--- src/rtl/dfla_pkg.sv ---
package dfla_pkg;

    // Sizing
    localparam int unsigned MAX_SLOTS = 1024;
    localparam int unsigned IDX_W     = $clog2(MAX_SLOTS);
    localparam int unsigned CNT_W     = $clog2(MAX_SLOTS + 1);
    localparam int unsigned ADDR_W    = 64;
    localparam int unsigned STRIDE_W  = 13;
    localparam int unsigned ACT_W     = 11;
    localparam int unsigned CFG_IDX_W = 2;
    localparam int unsigned PROD_W    = IDX_W + STRIDE_W;
    localparam int unsigned DIV_STEPS = ADDR_W;
    localparam int unsigned DCNT_W    = $clog2(DIV_STEPS);

    // Commands
    localparam logic CMD_ALLOC = 1'b0;
    localparam logic CMD_FREE  = 1'b1;

    // Response status codes
    localparam logic [1:0] STS_DONE   = 2'd0;
    localparam logic [1:0] STS_EMPTY  = 2'd1;
    localparam logic [1:0] STS_REJECT = 2'd2;

    // Configuration register indexes
    localparam logic [CFG_IDX_W-1:0] CFG_BASE   = 2'd0;
    localparam logic [CFG_IDX_W-1:0] CFG_STRIDE = 2'd1;
    localparam logic [CFG_IDX_W-1:0] CFG_COUNT  = 2'd2;

    // Reset values
    localparam logic [ADDR_W-1:0]   BASE_RST   = '0;
    localparam logic [STRIDE_W-1:0] STRIDE_RST = STRIDE_W'(32);
    localparam logic [ACT_W-1:0]    ACTIVE_RST = ACT_W'(1024);

    // Sequencer states
    typedef enum logic [2:0] {
        S_IDLE,
        S_READ,
        S_MUL,
        S_ADD,
        S_DIV,
        S_PUSH,
        S_RESP
    } t_state;

    // Saturate the written slot count to the stack depth
    function automatic logic [CNT_W-1:0] eff_count(input logic [ACT_W-1:0] v);
        logic [CNT_W-1:0] res;
        if (32'(v) > 32'(MAX_SLOTS)) begin
            res = CNT_W'(MAX_SLOTS);
        end else begin
            res = CNT_W'(v);
        end
        return res;
    endfunction

endpackage

--- src/rtl/dfla_div.sv ---
module dfla_div import dfla_pkg::*; (
    input  logic                i_clk,
    input  logic                i_rst_n,
    input  logic                i_start,
    input  logic [ADDR_W-1:0]   i_dividend,
    input  logic [STRIDE_W-1:0] i_divisor,
    output logic                o_done,
    output logic [ADDR_W-1:0]   o_quotient
);

    logic                r_busy;
    logic                r_done;
    logic [DCNT_W-1:0]   r_cnt;
    logic [STRIDE_W-1:0] r_rem;
    logic [ADDR_W-1:0]   r_quo;
    logic [STRIDE_W-1:0] r_div;

    logic [STRIDE_W:0]   rem_sh;
    logic [STRIDE_W+1:0] trial;

    // One restoring step: shift in the next dividend bit, try the subtract
    always_comb begin
        rem_sh = {r_rem, r_quo[ADDR_W-1]};
        trial  = {1'b0, rem_sh} - {2'b00, r_div};
    end

    // Step counter and completion pulse
    always_ff @(posedge i_clk) begin
        if (!i_rst_n) begin
            r_busy <= 1'b0;
            r_done <= 1'b0;
            r_cnt  <= '0;
        end else begin
            r_done <= 1'b0;
            if (i_start) begin
                r_busy <= 1'b1;
                r_cnt  <= '0;
            end else if (r_busy) begin
                r_cnt <= r_cnt + DCNT_W'(1);
                if (r_cnt == DCNT_W'(DIV_STEPS - 1)) begin
                    r_busy <= 1'b0;
                    r_done <= 1'b1;
                end
            end
        end
    end

    // Partial remainder and quotient shift register
    always_ff @(posedge i_clk) begin
        if (i_start) begin
            r_rem <= '0;
            r_quo <= i_dividend;
            r_div <= i_divisor;
        end else if (r_busy) begin
            if (!trial[STRIDE_W+1]) begin
                r_rem <= trial[STRIDE_W-1:0];
            end else begin
                r_rem <= rem_sh[STRIDE_W-1:0];
            end
            r_quo <= {r_quo[ADDR_W-2:0], ~trial[STRIDE_W+1]};
        end
    end

    assign o_done     = r_done;
    assign o_quotient = r_quo;

endmodule

--- config.mk ---
export PLATFORM = sky130hd
export DESIGN_NAME = dfla_div
export DESIGN_NICKNAME = d
export VERILOG_FILES = /design/src/rtl/dfla_pkg.sv /design/src/rtl/dfla_div.sv
export SDC_FILE = /design/constraint.sdc
export NUM_CORES = 1
export LEC_CHECK = 0
export BUFFER_PORTS_ARGS = -buffer_cell sky130_fd_sc_hd__buf_2
export CORE_ASPECT_RATIO = 1.4
export CORE_MARGIN = 4
export CORE_UTILIZATION = 45
export DETAILED_ROUTE_END_ITERATION = 6
export PLACE_DENSITY = 0.77
export SYNTH_ARGS = -nofsm -noshare
export SYNTH_HDL_FRONTEND = slang
export SYNTH_SLANG_ARGS = --single-unit
--- constraint.sdc ---
create_clock -name i_clk -period 5.4 [get_ports i_clk]
set_input_delay 0.54 -clock i_clk [delete_from_list [all_inputs] [get_ports i_clk]]
set_output_delay 0.54 -clock i_clk [all_outputs]
set_load 0.02 [all_outputs]
# After elaboration in Yosys (flattened, before gate mapping)
# Cells that the tools add are included.
# Widths: inputs -> output; s select.
# totals
ff_bits	98
in_bits	80
out_inout_bits	65
wordCells	22
# classes
addsub	2
n_eq_ne	1
n_mux	7
n_bitwise	3
reduce_logical	3
# op_table
operator	count
$mux 64	2
$sub 14x13->15	1
$mux 13	1
$add 6x1->6 const B	1
$eq 6x6->1 const B	1
$mux 1	4
$not 1->1	3
$reduce_or 3->1	1
$reduce_bool 2->1	1
$reduce_or 2->1	1

# Depth between registers and ports, before layout
# Gate-level depths: netlist of run 1.
# logic_depth
ltp_word	4
depth_mapped	10
depth_no_buf	9

# Worst setup path before layout of run 1
# OpenSTA, ideal clock, no wires.
# synth_timing
path_kind	input to register
start	in i_start
end	reg r_quo[0], in the netlist o_quotient[0], enable pin
setup_ns	0.418
arrival_time_ns	2.244
slack_ns	2.738
cell_stages	3
n_path_buf	1
path_cell_list	buf_1 nor2_1 inv_1
# synth_via
elab_chain_len	1
# synth_lines
item	line	source
start: declaration	dfla_div.sv:4	input logic i_start,
$reduce_bool 2->1 (no source line)	n/a	
end signal: assignment	dfla_div.sv:52	r_quo <= i_dividend;
end signal: assignment	dfla_div.sv:60	r_quo <= {r_quo[ADDR_W-2:0], ~trial[STRIDE_W+1]};
end: declaration	dfla_div.sv:15	logic [ADDR_W-1:0] r_quo;
# Every way passes these cells.
# A chain may end at the register's enable or synchronous reset.

# Worst setup path after layout of run 1
# layout_timing
start	reg r_quo[63], in the netlist o_quotient[63]
end	reg r_rem[8]
# layout_via
elab_chain_len	2
# layout_lines
item	line	source
$sub 14x13->15	dfla_div.sv:24	trial = {1'b0, rem_sh} - {2'b00, r_div};
$mux 13	dfla_div.sv:55	if (!trial[STRIDE_W+1]) begin
end signal: assignment	dfla_div.sv:56	r_rem <= trial[STRIDE_W-1:0];
end signal: assignment	dfla_div.sv:58	r_rem <= rem_sh[STRIDE_W-1:0];
end: declaration	dfla_div.sv:14	logic [STRIDE_W-1:0] r_rem;
# Every way passes these cells.

==> results.cfg, run 1 <==
[grt]
grt_busiest_layer = met2
overflow = 0
met3_usage_pct = 5.15
track_usage_pct = 17.8
antenna_found_initial = 0
grt_first_pass_wirelength_mm = 16.7
grt_max_degree = 65
globalRouteMet2Util_pct = 31.2
grt_pass1_vias = 3498
gr-usage-met1_pct = 20.0

[power]
p_sw_uw = 518
power_frac_comb_pct = 17.4
p_int_mw = 1.45
p_leak_nw = 2.42
power_density_mw_per_mm2 = 337
pwr-share-seq_pct = 47.4
clock_power_share_pct = 35.2
ir_drop_mv = 0.173
power_mw = 1.97
swShare_pct = 26.3

[placed_design]
port_buffers = 144
gp_congestion = 0.827
place_hpwl_mm = 7.68

[layout]
antenna_cells = 0
area_growth_pct = 25.2
drive_gt1_share_pct = 48.4
final_common_cell = buf_2
fin_nets = 586
final_cell_mix = buf_2, edfxtp_1, mux2_2, nor2_1, dfxtp_1

[floorplan]
die_w_um = 94.0
core_mm2 = 0.0100
die-area_mm2 = 0.0121
start_util_pct = 46.6
ios = 145
dieHeight_um = 128
num_rows = 43

[synthesis]
syn_inst = 347
yosysTopAreaCell = edfxtp_1
synthArstFlopShare_pct = 0
synth_edf_count = 77
mappedNetlistNets = 442
synth_top_area_share_pct = 49.6
synthesis.area_mm2 = 0.00466
avgSynthCellArea_um2 = 13.4
synthDistinctLibCells = 52
ys_seq_elements = 98
synth_area_leaders = edfxtp_1, mux2_2, dfxtp_1, ha_1, nor2_1
yosys_warnings = 0
synthFlopType = edfxtp_1
synth_seq_area_share_pct = 58.6

[clock_tree]
max-clock-path-buffers = 2
cts_hold_buf = 0
cts_max_level = 3
clkLatencyLatePin_ps = 340
cts_made_buffers = 9
clock-root-buffer = clkbuf_16
cts_setup_buffers = 0
cts_tree = done
clkTransAtPathRegs_ps = 70
cts_sinks = 98
ctsResizeCount = 0

[flow_run]
maxCapViolCount = 0

[worst_hold_path]
hold_class = primary input to register
min_to = r_div[5]
min_path_cells = 1
hold_start = i_divisor[5]

[routing]
via_per_inst = 5.27
ant_nets = 0
initialDrtViolationCount = 105
wl_mm = 10.4
vias = 3324
drcViolationCount = 0
wl_per_cell_um = 16.6
dr.pass1.iters = 4

[sta]
maxSlewViolCount = 0
fin_skew_ps = 8.11
rsz0062_at_grt = false
holdWs_ps = 373
fin_crit_sh_pct = 50.7
final.setup.tns_ps = 0
slew_headroom_pct = 21.8
tightest_slew_ps = 1160
hold_viol_final = 0
max_freq_mhz = 365
min_period_ps = 2740
setup_viol = 0

[worst_setup_path]
reg2reg_slack_ps = 2660
worstReg2RegEnd = r_rem[8]
critPathKind = register to register
worstPathRequired_ps = 5630
cp-startpoint = o_quotient[63]
path_max_fanout = 11
r2r-start = o_quotient[63]
critPathLaunchType = register
end_kind = register
ff2ff_path_depth = 9
worstPathArrival_ps = 2970

[run_status]
run_status = finished, final reports clean
[Yosys cell counts (all sizes together) (6+ instances only)]
| cell | count |
|---|---|
| nand2 | 20 |
| a21oi | 12 |
| xor2 | 6 |
| clkbuf | 9 |
| mux2 | 65 |
| ha | 14 |
| nor2 | 24 |
| edfxtp | 77 |
| xnor2 | 6 |
| inv | 20 |
| dfxtp | 21 |
[state kept, by name, summed over array words and instances, names as in the netlist]
name,cells
r_busy,1
o_done,1
o_quotient,64
r_rem,13
r_div,13
r_cnt,6
[cells by family (layout without fill, tap and decap cells)]
kind of cell    count (synthesis)  after routing  share of synthesized area (%)
flops                          98             98                           58.6
simple gates                   76             76                           7.83
mux                            68             68                           16.3
compound gates                 44             44                           7.86
buf+inv                        34            183                           2.92
fa+ha+maj                      15             15                           4.19
xor+xnor                       12             12                           2.25
[routing by layer]
layer / share of wire, % / vias to the layer above
met5: 0 / -
li1: - / 1590
met1: 38 / 1595
met4: 1.8 / 0
met3: 7.9 / 15
met2: 53 / 124
[metrics by stage]
stage	std cells	cell area, µm²	setup WS [ps]	util [%]
2_1_floorplan	347	4660	2740	-
3_3_place_gp	615	5520	2740	55.1
3_5_place_dp	615	5520	2700	55.1
4_1_cts	631	5840	2680	58.4
5_1_grt	631	5840	2390	58.4
6_report	631	5840	2660	58.4
[power by group through the flow]
| stage | Sequential, mW | Clock (mW) | Combinational, mW |
|---|---|---|---|
| 4_1_cts | 0.934 | 0.715 | 0.346 |
| 5_1_grt | 0.941 | 0.735 | 0.373 |
| 3_5_place_dp | 0.948 | 0 | 0.344 |
| 6_report | 0.933 | 0.692 | 0.342 |
| 2_1_floorplan | 1.01 | 0 | 0.163 |
| 3_3_place_gp | 0.946 | 0 | 0.336 |
[how the worst max path moves through the flow]
stage | endpoint | slack [ps]
after global routing | r_rem[0] | 2390
after CTS | r_rem[8] | 2680
final | r_rem[8] | 2660
after floorplan | o_quotient[0] | 2740
after detailed placement | r_rem[8] | 2700
after global placement | r_rem[8] | 2740
[worst max-delay path, stage by stage, from the launching register on]
cell and delay [ps]:
edfxtp_1 430, inv_1 80, ha_1 170, fa_1 220, nor2b_1 80, o2111ai_2 240, a21oi_2 90, nor3_1 890
a31oi_1 80, a221o_1 360
[cell type report]
cell class | count | area [µm²]
Timing Repair Buffer | 147 | 746
Multi-Input combinational cell | 215 | 1790
Sequential cell | 98 | 2730
Fill cell | 837 | 4170
Tap cell | 135 | 169
Clock buffer | 9 | 225
Inverter | 20 | 75.1
Clock inverter | 7 | 98.8
(Power assumes the default switching activity.)
==> run 2: changes to the inputs <==
--- a/config.mk
+++ b/config.mk
@@ -10,7 +10,7 @@
 export CORE_MARGIN = 4
 export CORE_UTILIZATION = 45
 export DETAILED_ROUTE_END_ITERATION = 6
-export PLACE_DENSITY = 0.77
+export PLACE_DENSITY = 0.79
 export SYNTH_ARGS = -nofsm -noshare
 export SYNTH_HDL_FRONTEND = slang
 export SYNTH_SLANG_ARGS = --single-unit
==> constraint.sdc (replaced) <==
create_clock -name i_clk -period 2.3 [get_ports i_clk]
set_input_delay 0.23 -clock i_clk [delete_from_list [all_inputs] [get_ports i_clk]]
set_output_delay 0.23 -clock i_clk [all_outputs]
set_load 0.02 [all_outputs]
==> results.cfg, run 2 (synthesis results as in run 1) <==
[routing]
initialDrtViolationCount = 146
wl_per_cell_um = 16.8
wl_mm = 11.0
via_per_inst = 5.21
vias = 3400
dr.pass1.iters = 6
ant_nets = 0
drcViolationCount = 0

[worst_setup_path]
critPathKind = register to register
path_max_fanout = 3
worstPathRequired_ps = 2390
end_kind = register
critPathLaunchType = register
worstPathArrival_ps = 2360

[layout]
finish.utilization_pct = 60.6
antenna_cells = 0
final_cell_mix = buf_2, edfxtp_1, mux2_2, nor2_1, buf_4
drive_gt1_share_pct = 52.2
area_growth_pct = 29.9
largest_reg_flops = 64
final_common_cell = buf_2
fin_nets = 607

[clock_tree]
clock-root-buffer = clkbuf_16
cts_made_buffers = 9
cts_hold_buf = 0
clkTransAtPathRegs_ps = 70
cts_sinks = 98
clkLatencyLatePin_ps = 340
max-clock-path-buffers = 2
cts_max_level = 3
cts_tree = done

[power]
power_mw = 4.58
ir_drop_mv = 0.440
power_density_mw_per_mm2 = 756
p_leak_nw = 2.53

[sta]
finalWorstSetupSlack_ps = 28.2
slew_headroom_pct = 64.0
tightest_slew_ps = 537
maxSlewViolCount = 0
hold_viol_final = 0
final.setup.tns_ps = 0
min_period_ps = 2270
fin_crit_sh_pct = 98.8
max_freq_mhz = 440
setup_viol = 0
fin_skew_ps = 7.09
rsz0062_at_grt = true

[floorplan]
start_util_pct = 46.6
core_mm2 = 0.0100
num_rows = 43
die-area_mm2 = 0.0121
die_w_um = 94.0
ios = 145
dieHeight_um = 128

[grt]
globalRouteMet2Util_pct = 32.0
grt_busiest_layer = met2
overflow = 0
grt_first_pass_wirelength_mm = 17.7
antenna_found_initial = 0
track_usage_pct = 19.0
grt_max_degree = 68
grt_pass1_vias = 3683
met3_usage_pct = 7.08
gr-usage-met1_pct = 21.8

[placed_design]
port_buffers = 144
place_hpwl_mm = 7.98
gp_congestion = 0.871
dpl_worst_slack_ps = -129

[flow_run]
maxCapViolCount = 0

[run_status]
run_status = finished, final reports clean

[worst_hold_path]
hold_class = primary input to register
==> run 2: path summary, 6_finish.rpt <==
path | startpoint | to | slack (ps) | cells after the start
min reg2reg | r_rem[12] | r_rem[12] | 470 | 2
min | i_divisor[4] | r_div[4] | 60 | 1
max | o_quotient[63] | o_quotient[0] | 30 | 9
max reg2reg | o_quotient[63] | o_quotient[0] | 30 | 9
==> run 2: timing repair <==
| action | in CTS | in global routing |
|---|---|---|
| pin swaps | 1 | 5 |
| buffers inserted | 1 | 2 |
| gates cloned | 0 | 0 |
| setup endpoints to repair | 10 | 14 |
| resized for setup | 3 | 13 |
==> run 2: cell type report <==
| class | count | area, µm² |
|---|---|---|
| fillers | 812 | 3950 |
| clock inverters | 4 | 51.3 |
| inverters | 20 | 78.8 |
| flip-flops and latches | 98 | 2730 |
| multi-input cells | 215 | 1870 |
| clock buffers | 12 | 246 |
| well taps | 135 | 169 |
| repair buffers | 168 | 916 |
==> run 2: power breakdown <==
part	total (mW)	internal [mW]	switching, mW
combinational	0.881	0.388	0.493
clock	1.51	0.876	0.638
sequential	2.19	2.10	0.0864
==> run 2: metrics by stage <==
step                      std cells  area, µm²  hold WS [ps]
after global routing            652       6060          38.8
after floorplan                 347       4670           329
after global placement          633       5670           407
after detailed placement        633       5670           409
after CTS                       650       5980          47.0
final                           652       6060          64.7
==> run 2: metal layers <==
metal,vias up,wire [µm]
met5,-,0
met2,142,5570
met1,1614,4270
met3,20,883
li1,1624,-
met4,0,261
==> run 2: worst max-delay path: stages, from the launching register on <==
cell and delay [ps]:
edfxtp_1 390, inv_1 70, ha_2 190, fa_2 240, nor2b_4 50, o2111ai_4 230, a21oi_2 100, or3_4 330
buf_4 160, mux2_2 260
